$ cat config.mk
export PLATFORM = sky130hd
export DESIGN_NAME = voxel_surface_detector
export DESIGN_NICKNAME = d
export VERILOG_FILES = /design/src/sv/vsd_pkg.sv /design/src/sv/voxel_surface_detector.sv
export VERILOG_INCLUDE_DIRS = /design/src /design/src/sv
export SDC_FILE = /design/constraint.sdc
export NUM_CORES = 2
export LEC_CHECK = 0
export ABC_AREA = 1
export BUFFER_PORTS_ARGS = -buffer_cell sky130_fd_sc_hd__buf_2
export CAP_MARGIN = 5
export CORE_ASPECT_RATIO = 1.4
export CORE_MARGIN = 3
export CORE_UTILIZATION = 55
export DETAILED_ROUTE_END_ITERATION = 10
export GPL_ROUTABILITY_DRIVEN = 0
export GPL_TIMING_DRIVEN = 0
export PLACE_DENSITY_LB_ADDON = 0.08
export SYNTH_ARGS = -nofsm -noshare
export SYNTH_HDL_FRONTEND = slang
export SYNTH_SLANG_ARGS = --single-unit
export TNS_END_PERCENT = 5
$ cat constraint.sdc
create_clock -name i_clk -period 11.05 [get_ports i_clk]
set_input_delay 0.5525 -clock i_clk [delete_from_list [all_inputs] [get_ports i_clk]]
set_output_delay 0.5525 -clock i_clk [all_outputs]
set_load 0.005 [all_outputs]
$ cat src/sv/voxel_surface_detector_defines.svh
// Assertion macros for the voxel surface detector.
`ifndef VOXEL_SURFACE_DETECTOR_DEFINES_SVH
`define VOXEL_SURFACE_DETECTOR_DEFINES_SVH

`ifndef ASSERT_OFF
// Same-cycle implication, held off during reset.
`define VSD_ASSERT_IMPLY(lbl, clk, rst_n, ante, cons) \
    lbl: assert property (@(posedge clk) disable iff (!rst_n) (ante) |-> (cons)) \
        else $error("vsd: implication check failed");
// Next-cycle implication, held off during reset.
`define VSD_ASSERT_NEXT(lbl, clk, rst_n, ante, cons) \
    lbl: assert property (@(posedge clk) disable iff (!rst_n) (ante) |=> (cons)) \
        else $error("vsd: next-cycle check failed");
`else
`define VSD_ASSERT_IMPLY(lbl, clk, rst_n, ante, cons)
`define VSD_ASSERT_NEXT(lbl, clk, rst_n, ante, cons)
`endif

`endif

$ cat src/sv/vsd_pkg.sv
package vsd_pkg;

    localparam int MAX_X = 32;
    localparam int MAX_Y = 16;
    localparam int MAX_Z = 32;

    // coordinate and size widths
    localparam int XW  = $clog2(MAX_X);
    localparam int YW  = $clog2(MAX_Y);
    localparam int ZW  = $clog2(MAX_Z);
    localparam int SXW = $clog2(MAX_X + 1);
    localparam int SYW = $clog2(MAX_Y + 1);
    localparam int SZW = $clog2(MAX_Z + 1);

    localparam int CFG_AW = 2;
    localparam int CFG_DW = 6;
    localparam int CNT_W  = 14;

    localparam int SLICE_W    = 9;
    localparam int WIN_W      = 3 * SLICE_W;
    localparam int CENTER_BIT = 13;

    localparam int PIDX_W = YW + ZW;
    localparam int PLANE_DEPTH = MAX_Y * MAX_Z;

    typedef enum logic [CFG_AW-1:0] {
        CFG_SIZE_X = 2'd0,
        CFG_SIZE_Y = 2'd1,
        CFG_SIZE_Z = 2'd2
    } t_cfg_idx;

    // Limit a grid extent to 3..hi.
    function automatic logic [CFG_DW-1:0] clamp_size(input logic [CFG_DW-1:0] v,
                                                     input logic [CFG_DW-1:0] hi);
        logic [CFG_DW-1:0] r;
        if (v < CFG_DW'(3)) begin
            r = CFG_DW'(3);
        end else if (v > hi) begin
            r = hi;
        end else begin
            r = v;
        end
        return r;
    endfunction

endpackage

$ cat src/sv/voxel_surface_detector.sv
// Voxel surface detector: streaming 26-neighbour boundary test.
//
// Input channel (i_valid / o_ready / i_solid): one voxel per word, scan
// order x outermost, then y, z innermost. Output channel (o_valid / i_ready)
// carries one result word per interior voxel: its coordinates, the visible
// flag (solid with at least one air neighbour), the running visible count
// of the frame and a frame_last marker. Border voxels give no result.
//
// One voxel per clock unless a result word is held off (see below). The
// plane history is a 512 x 2 memory whose next-position read is registered
// ahead, so a read-modify-write per voxel fits every cycle. A result shows
// in the cycle after the word with voxel (x+1, y+1, z+1) is taken.
//
// A single output register parts the channels. When it is full and not
// being taken, a word that would produce a result is held off; border
// words are still accepted. Reset (synchronous) restores 20 x 10 x 20 and
// restarts the scan; history stores are not cleared, as every reported voxel
// is judged only from words of its own frame. A size write restarts the scan
// and clears the count; the user issues it only while idle (unenforced).
`include "voxel_surface_detector_defines.svh"

module voxel_surface_detector (
    input  logic                        i_clk,
    input  logic                        i_rst_n,
    input  logic                        i_cfg_we,
    input  logic [vsd_pkg::CFG_AW-1:0]  i_cfg_index,
    input  logic [vsd_pkg::CFG_DW-1:0]  i_cfg_data,
    input  logic                        i_valid,
    output logic                        o_ready,
    input  logic                        i_solid,
    output logic                        o_valid,
    input  logic                        i_ready,
    output logic [vsd_pkg::XW-1:0]      o_center_x,
    output logic [vsd_pkg::YW-1:0]      o_center_y,
    output logic [vsd_pkg::ZW-1:0]      o_center_z,
    output logic                        o_visible,
    output logic [vsd_pkg::CNT_W-1:0]   o_visible_count,
    output logic                        o_frame_last
);
    import vsd_pkg::*;

    // effective (clamped) grid sizes
    logic [SXW-1:0] r_size_x;
    logic [SYW-1:0] r_size_y;
    logic [SZW-1:0] r_size_z;

    // position of the next arriving voxel and frame count
    logic [XW-1:0]    r_scan_x, n_scan_x;
    logic [YW-1:0]    r_scan_y, n_scan_y;
    logic [ZW-1:0]    r_scan_z, n_scan_z;
    logic [CNT_W-1:0] r_seen, n_seen;

    // history stores
    logic [1:0]       r_plane_mem [PLANE_DEPTH];
    logic [1:0]       r_plane_rd;
    logic [5:0]       r_row [MAX_Z];
    logic [WIN_W-1:0] r_window;

    // output register
    logic             r_out_valid;
    logic [XW-1:0]    r_out_x;
    logic [YW-1:0]    r_out_y;
    logic [ZW-1:0]    r_out_z;
    logic             r_out_vis;
    logic [CNT_W-1:0] r_out_cnt;
    logic             r_out_last;

    logic              cfg_hit;
    logic              emit_cur;
    logic              last_cur;
    logic              in_acc;
    logic              out_take;
    logic              z_wrap, y_wrap, x_wrap;
    logic [2:0]        col;
    logic [1:0]        plane_new;
    logic [5:0]        rows;
    logic [5:0]        row_new;
    logic [SLICE_W-1:0] slice;
    logic [WIN_W-1:0]  win_next;
    logic              vis;
    logic [CNT_W-1:0]  seen_inc;
    logic [PIDX_W-1:0] pidx_cur;
    logic [PIDX_W-1:0] pidx_next;

    assign cfg_hit = i_cfg_we && (i_cfg_index == CFG_SIZE_X || i_cfg_index == CFG_SIZE_Y
                                  || i_cfg_index == CFG_SIZE_Z);

    // a result is due once the voxel at (x+1, y+1, z+1) arrives
    assign emit_cur = (r_scan_x >= XW'(2)) && (r_scan_y >= YW'(2)) && (r_scan_z >= ZW'(2));
    assign last_cur = (SXW'(r_scan_x) + SXW'(1) >= r_size_x)
                   && (SYW'(r_scan_y) + SYW'(1) >= r_size_y)
                   && (SZW'(r_scan_z) + SZW'(1) >= r_size_z);

    // take border voxels even while a result waits
    assign o_ready  = !emit_cur || !r_out_valid || i_ready;
    assign in_acc   = i_valid && o_ready;
    assign out_take = r_out_valid && i_ready;

    assign z_wrap = SZW'(r_scan_z) + SZW'(1) >= r_size_z;
    assign y_wrap = SYW'(r_scan_y) + SYW'(1) >= r_size_y;
    assign x_wrap = SXW'(r_scan_x) + SXW'(1) >= r_size_x;

    // next scan position; also drives the plane prefetch address
    always_comb begin
        n_scan_x = r_scan_x;
        n_scan_y = r_scan_y;
        n_scan_z = r_scan_z;
        if (!i_rst_n || cfg_hit || (in_acc && last_cur)) begin
            n_scan_x = '0;
            n_scan_y = '0;
            n_scan_z = '0;
        end else if (in_acc) begin
            if (!z_wrap) begin
                n_scan_z = r_scan_z + ZW'(1);
            end else begin
                n_scan_z = '0;
                if (!y_wrap) begin
                    n_scan_y = r_scan_y + YW'(1);
                end else begin
                    n_scan_y = '0;
                    n_scan_x = x_wrap ? '0 : r_scan_x + XW'(1);
                end
            end
        end
    end

    assign pidx_cur  = {r_scan_y, r_scan_z};
    assign pidx_next = {n_scan_y, n_scan_z};

    // column x-2, x-1, x at (y,z): oldest in bit 0
    assign col       = {i_solid, r_plane_rd[0], r_plane_rd[1]};
    assign plane_new = {r_plane_rd[0], i_solid};

    // rows y-2, y-1, y at z: row y-2 lowest
    assign rows    = r_row[r_scan_z];
    assign slice   = {col, rows[2:0], rows[5:3]};
    assign row_new = {rows[2:0], col};

    assign win_next = {r_window[WIN_W-SLICE_W-1:0], slice};
    assign vis      = win_next[CENTER_BIT] && !(&win_next);
    assign seen_inc = r_seen + CNT_W'(vis);

    always_comb begin
        n_seen = r_seen;
        if (cfg_hit || (in_acc && last_cur)) begin
            n_seen = '0;
        end else if (in_acc && emit_cur) begin
            n_seen = seen_inc;
        end
    end

    // control registers
    always_ff @(posedge i_clk) begin
        if (!i_rst_n) begin
            r_size_x    <= SXW'(20);
            r_size_y    <= SYW'(10);
            r_size_z    <= SZW'(20);
            r_scan_x    <= '0;
            r_scan_y    <= '0;
            r_scan_z    <= '0;
            r_seen      <= '0;
            r_out_valid <= 1'b0;
        end else begin
            if (i_cfg_we) begin
                case (i_cfg_index)
                    CFG_SIZE_X: r_size_x <= SXW'(clamp_size(i_cfg_data, CFG_DW'(MAX_X)));
                    CFG_SIZE_Y: r_size_y <= SYW'(clamp_size({1'b0, i_cfg_data[4:0]},
                                                            CFG_DW'(MAX_Y)));
                    CFG_SIZE_Z: r_size_z <= SZW'(clamp_size(i_cfg_data, CFG_DW'(MAX_Z)));
                    default: ;
                endcase
            end
            r_scan_x <= n_scan_x;
            r_scan_y <= n_scan_y;
            r_scan_z <= n_scan_z;
            r_seen   <= n_seen;
            if (in_acc && emit_cur) begin
                r_out_valid <= 1'b1;
            end else if (out_take) begin
                r_out_valid <= 1'b0;
            end
        end
    end

    // plane history: write the current column, prefetch the next one
    always_ff @(posedge i_clk) begin
        if (in_acc) begin
            r_plane_mem[pidx_cur] <= plane_new;
        end
        r_plane_rd <= r_plane_mem[pidx_next];
    end

    // row history, window and result payload
    always_ff @(posedge i_clk) begin
        if (in_acc) begin
            r_row[r_scan_z] <= row_new;
            r_window        <= win_next;
        end
        if (in_acc && emit_cur) begin
            r_out_x    <= r_scan_x - XW'(1);
            r_out_y    <= r_scan_y - YW'(1);
            r_out_z    <= r_scan_z - ZW'(1);
            r_out_vis  <= vis;
            r_out_cnt  <= seen_inc;
            r_out_last <= last_cur;
        end
    end

    assign o_valid         = r_out_valid;
    assign o_center_x      = r_out_x;
    assign o_center_y      = r_out_y;
    assign o_center_z      = r_out_z;
    assign o_visible       = r_out_vis;
    assign o_visible_count = r_out_cnt;
    assign o_frame_last    = r_out_last;

    // the frame's last result sits at the far interior corner
    `VSD_ASSERT_IMPLY(a_last_corner, i_clk, i_rst_n, r_out_valid && r_out_last, (SXW'(r_out_x) + SXW'(2) == r_size_x) && (SYW'(r_out_y) + SYW'(2) == r_size_y) && (SZW'(r_out_z) + SZW'(2) == r_size_z))
    // a visible voxel is always counted
    `VSD_ASSERT_IMPLY(a_vis_counted, i_clk, i_rst_n, r_out_valid && r_out_vis, r_out_cnt != '0)
    // the end of a frame restarts scan and count
    `VSD_ASSERT_NEXT(a_frame_restart, i_clk, i_rst_n, in_acc && last_cur, r_scan_x == '0 && r_scan_y == '0 && r_scan_z == '0 && r_seen == '0)

endmodule

[After elaboration in Yosys (flattened, before gate mapping)]
Memory sizes are Yosys's and may differ from the RTL's. A register that Yosys moved wholly into a read port is not among the register bits.
Index checks and enable logic that the tools add are counted.
Storage, ports and cells
  register bits after elaboration: 94
  RAM bits: 1216
  input port bits: 14
  output and inout bits: 32
  logic and storage cells: 87
  memories kept: 2
Operators by class
  add/subtract/negate cells: 10
  magnitude comparators: 10
  equal/unequal tests: 2
  multiplexer cells: 17
  bitwise gates (word level): 1
  reduce and logical (&&, ||, !) cells: 30
Memories
  r_plane_mem: words 512, bits a word 2, rd ports 1, clocked after Yosys merged registers in 1, write ports 1, line voxel_surface_detector.sv:54  | logic [1:0] r_plane_mem [PLANE_DEPTH];
  r_row: words 32, bits a word 6, rd ports 1, clocked after Yosys merged registers in 1, write ports 1, line voxel_surface_detector.sv:56  | logic [5:0] r_row [MAX_Z];
Operators by type and width (count)
  two-way mux 5 bit: 7
  AND reduction 27 bit: 1
  two-way mux 4 bit: 4
  adder 14 x 1 -> 14 bit: 1
  adder 5 x 1 -> 6 bit (second input constant): 2
  >= comparator 6 bit: 2
  two-way mux 6 bit: 2
  adder 5 x 1 -> 5 bit (second input constant): 2
  >= comparator 5 x 2 -> 1 bit (second input constant): 2
  logical AND 1 bit: 10
  subtractor 5 x 1 -> 5 bit (second input constant): 2
  logical OR 1 bit: 7
  greater-than comparator 6 bit (second input constant): 1
  < comparator 6 x 2 -> 1 bit (second input constant): 1
  AND reduction 2 bit: 3
  adder 4 x 1 -> 5 bit (second input constant): 1
  >= comparator 5 bit: 1
  greater-than comparator 5 bit (second input constant): 1
  < comparator 5 x 2 -> 1 bit (second input constant): 1
  adder 4 x 1 -> 4 bit (second input constant): 1
  >= comparator 4 x 2 -> 1 bit (second input constant): 1
  logical NOT 1 bit: 4
  two-way mux 1 bit: 4
  OR reduction 2 bit: 2
  other kinds (7): 7

[Depth between registers and ports, before layout]
  depth in word-level cells: 11
  mapped depth: 29
  depth with buffers taken out: 26

[Worst setup path after synthesis]
Ideal clock, no wire load.
  path type: register -> register
  from: reg r_plane_rd[0] (read register of r_plane_mem)
  to: reg r_out_cnt[12], in the netlist o_visible_count[12] (data pin)
  setup time: 0.271 ns
  arrival: 8.722 ns
  data required time: 10.779 ns
  slack: 2.057 ns
  stages on the path, launching flop included: 13
  path buffers: 0
  period minus slack after synthesis: 8.993 ns
  cell sequence: dfxtp_1 nand4_1 nor4_1 a21boi_0 ha_1 ha_1 nand3_1 nor2_1 nand2_1 nor2_1 nand3_1 nor3_1 xor2_1
Between the ends
  longest elaborated chain between the ends: 4
RTL lines
  start, declared: line voxel_surface_detector.sv:55  | logic [1:0] r_plane_rd;
  AND reduction 27 bit: line voxel_surface_detector.sv:140  | assign vis = win_next[CENTER_BIT] && !(&win_next);
  logical NOT 1 bit: line voxel_surface_detector.sv:140
  logical AND 1 bit: line voxel_surface_detector.sv:140
  net vis: line voxel_surface_detector.sv:80  | logic vis;
  adder 14 x 1 -> 14 bit: line voxel_surface_detector.sv:141  | assign seen_inc = r_seen + CNT_W'(vis);
  net seen_inc[12]: line voxel_surface_detector.sv:81  | logic [CNT_W-1:0] seen_inc;
  end signal, assigned: line voxel_surface_detector.sv:204  | r_out_cnt <= seen_inc;
  end, declared: line voxel_surface_detector.sv:65  | logic [CNT_W-1:0] r_out_cnt;
The timed path passes the listed nets, and every way through them passes these cells.
A chain may end at the register's enable or synchronous reset.

[Worst setup path after layout]
  from: reg r_scan_z[0]
  to: reg r_plane_rd[1] (read register of r_plane_mem)
Between the ends
  longest elaborated chain between the ends: 9
  elaborated cells between the ends (all ways): 18
  classes of those cells: add/sub (2); order compare (2); mux (6); reduce/logical (8)
RTL lines
  start, declared: line voxel_surface_detector.sv:50  | logic [ZW-1:0] r_scan_z, n_scan_z;
  start signal, assigned: line voxel_surface_detector.sv:175  | r_scan_z <= n_scan_z;
  branches (longest 9 deep; another with adder 5 x 1 -> 6 bit)
Parallel ways; which one is timed is not known.

==> run_results.csv <==
group,metric,value,unit
status,status,"complete, but fails checks",
status,violations,"max-capacitance violations, max-slew violations",
sta,timing.final.crit_share,65.52,%
yosys,synth_cell_types,41,
sta,setup_viol,0,
yosys,synth_nets,5836,
floorplanning,start_util,55.78,%
pwr,ir_drop,153.0,µV
grt,grt_max_degree,156,
yosys,syn_area_per_cell,10.09,µm²
sta,fin_skew,0.02230,ns
detailed_routing,drt-total-wl,208.8,mm
clocking,clock_latency,0.78,ns
pwr,p_total,10.70,mW
clocking,htreeDepth,4,
detailed_routing,wl_per_cell,27.99,µm
yosys,synthesis.area,58430,µm²
detailed_routing,drt_iter0_drc,6643,
clocking,postCtsHoldBufs,0,
setup_path,crit_arrival,7.86,ns
sta,post-route-min-period,7.240,ns
floorplanning,die_area,110200,µm²
clocking,clockRootBuffer,"clkbuf_16",
detailed_routing,vias_per_cell,6.079,
yosys,synth-seq-cells,1312,
final_layout,fin_nets,6042,
floorplanning,die_x,281.5,µm
yosys,synth_top_flop_cell,"edfxtp_1",
grt,grt_pass1_wl,292.2,mm
clocking,clk_path_buf_depth,3,
yosys,ys_warn_count,0,
detailed_routing,vias,45351,
setup_path,critPathMaxFanout,13,
sta,setup_slack,3.810,ns
grt,grt_usage,37.73,%
pwr,p_leak,25.40,nW
setup_path,ff2ff_path_depth,24,
yosys,async_reset_ff_share,0,%
job,maxCapViolCount,5,
sta,fmax,0.1381,GHz
worst_hold_path,hp-class,"primary input to flip-flop",
clocking,post_cts.repair.setup_buffers,0,
yosys,synth-edff-count,1264,
grt,antenna_found_initial,6,
pwr,p_per_area,164.2,nW/µm²
clocking,cts_inserted_buffers,132,
sta,finalHoldViolations,0,
final_layout,area_delta_synth_final,11.48,%
sta,rsz0062_at_grt,"false",
final_layout,drive_gt1_share,8.015,%
worst_hold_path,holdPathStages,1,
placement,io_buffers,45,
clocking,cts_tree,"done",
floorplanning,dieHeight,391.7,µm
floorplanning,core_area,104800,µm²
clocking,path_clk_slew,0.06,ns
setup_path,worstPathRequired,11.67,ns
clocking,clock_sinks,1312,
detailed_routing,drc,0,
yosys,synthTopCellsByArea,"edfxtp_1 (65%), nand2_1 (9.5%), nand3_1 (7.2%), nor2_1 (4.4%), inv_1 (4.4%)",
floorplanning,rows,140,
clocking,ctsResizeCount,0,
grt,first_global_vias,43551,
setup_path,endpoint_kind,"flip-flop",
floorplanning,pin_count,46,
setup_path,path_class,"flip-flop to flip-flop",
detailed_routing,dr.pass1.iters,9,
setup_path,worstSetupStartpointType,"flip-flop",
detailed_routing,ant_nets,0,
placement,pre_cts_slack,4.332,ns
sta,worst_pin_slew,1.580,ns
sta,slew_headroom,-5.721,%
grt,grt-ovfl-total,0,
placement,dp_hpwl,139.5,mm
yosys,synth_seq_area_share,66.60,%
yosys,synth_top_area_cell,"edfxtp_1",
yosys,synth_cells,5792,
yosys,synth.top_cell.area_share,64.96,%
sta,slew_violations,51,
## cell usage after synthesis, types with 2 or more instances
master and count:
nand2_1 1479, edfxtp_1 1264, nand3_1 840, nor2_1 687
inv_1 679, buf_2 165, clkbuf_1 148, o21ai_0 126
dfxtp_1 48, o22ai_1 48, nand3b_1 38, a21oi_1 37
ha_1 30, nor3_1 28, o211ai_1 28, xor2_1 25
buf_6 23, nand4_1 15, a211oi_1 12, buf_1 12
buf_4 9, inv_2 9, nor2_2 6, a221oi_1 4
a22o_1 4, clkinv_1 4, a22oi_1 3, nand2_2 3
nor4_1 3, a31oi_1 2, a41oi_1 2, nand3_2 2
## layout make-up
type	instances	area (µm²)
inverter	693	2604
clock inverter	66	496.7
buffer	357	1762
fill	8720	39610
antenna	10	25.02
timing repair buffer	72	839.6
multi-input combinational	3430	15190
sequential	1312	38920
clock buffer	171	3615
tap	1349	1688
## where the power goes
part           switching, mW  internal, mW
logic                  0.593         0.178
registers             0.0231          5.54
clock network           1.93          2.43
## registers in the layout, indices dropped and copies added, names as in the netlist
| signal | cells |
|---|---|
| r_plane_mem | 1024 |
| r_row | 192 |
| r_window | 18 |
| o_visible_count | 14 |
| r_seen | 14 |
| r_size_x | 6 |
| r_size_z | 6 |
| o_center_x | 5 |
| o_center_z | 5 |
| r_scan_x | 5 |
| r_scan_z | 5 |
| r_size_y | 5 |
| o_center_y | 4 |
| r_scan_y | 4 |
| r_plane_rd | 2 |
| o_frame_last | 1 |
| o_valid | 1 |
| o_visible | 1 |
## final timing paths
| check | slack [ns] | to | start |
|---|---|---|---|
| setup reg to reg | 3.81 | r_plane_rd[1] | r_scan_z[0] |
| hold / removal | 0.03 | r_row[13][2] | i_solid |
| setup / recovery | 3.81 | r_plane_rd[1] | r_scan_z[0] |
| hold reg to reg | 0.45 | r_window[17] | r_window[8] |
## layer usage
metal,vias to the layer above,wire length [µm],GRT usage [%]
li1,19613,-,-
met5,-,13,0.1350
met1,21588,68630,42.57
met2,3167,97050,60.75
met4,2,19480,29.42
met3,981,23630,10.25
## critical path, stage by stage (launching register included)
cell and delay [ns]:
dfxtp_1 0.39, clkbuf_1 0.25, inv_2 0.24, clkbuf_1 0.41
clkbuf_1 0.72, ha_1 0.41, ha_1 0.29, nand2_1 0.06
nand2_1 0.04, nand2_1 0.08, nand2_1 0.13, nand3_1 0.21
nor2_1 0.08, nor2_2 0.20, buf_2 0.37, o21ai_0 0.17
nor2_2 0.85, inv_1 0.61, buf_2 0.48, nand3_1 0.24
nand3_1 0.14, nand3_1 0.20, nand2_1 0.21, nand2_1 0.11
nand2_1 0.16
## logic make-up after synthesis
| group | synth area share [%] |
|---|---|
| and+or+nand+nor | 22.23 |
| DFF | 66.60 |
| buffers and inverters | 7.456 |
| AOI/OAI and AO/OA | 2.696 |
| adders and majority gates | 0.6424 |
| xor gates and xnor gates | 0.3747 |
## stage by stage
| stage | cells | TNS [ns] | utilization (%) | cell area, µm² | hold WS (ns) |
|---|---|---|---|---|---|
| 2_1_floorplan | 5792 | 0 | - | 58430 | 0.4260 |
| 3_3_place_gp | 7186 | -3290.79 | 57.61 | 60350 | 0.4367 |
| 3_5_place_dp | 7209 | 0 | 58.18 | 60940 | 0.4371 |
| 4_1_cts | 7446 | 0 | 62.10 | 65050 | 0.007854 |
| 5_1_grt | 7450 | 0 | 62.17 | 65120 | 0.02252 |
| 6_report | 7460 | 0 | 62.19 | 65140 | 0.03185 |
## layout by cell type, fill, tap and decap left out, types with 4 or more instances in the layout
cell       netlist  layout
buf_2          165     209
nand2_1       1479    1479
a211oi_1        12      12
clkinv_1         4      31
inv_6            0      10
dfxtp_1         48      47
inv_1          679     679
bufinv_16        0       5
buf_6           23      24
nor3_1          28      28
clkbuf_16        0     136
buf_16           0      16
diode_2          0      10
buf_4            9       9
clkbuf_1       148     168
o22ai_1         48      48
a22o_1           4       4
clkbuf_2         0       7
o21ai_0        126     124
a221oi_1         4       4
nand3_1        840     840
nand3b_1        38      38
a21oi_1         37      36
clkinv_2         0      18
buf_8            0       8
ha_1            30      30
inv_2            9       9
clkbuf_8         0       8
buf_1           12      12
nand4_1         15      15
nor2_2           6       6
xor2_1          25      25
edfxtp_1      1264    1264
o211ai_1        28      28
nor2_1         687     686
(Power assumes the default switching activity.)
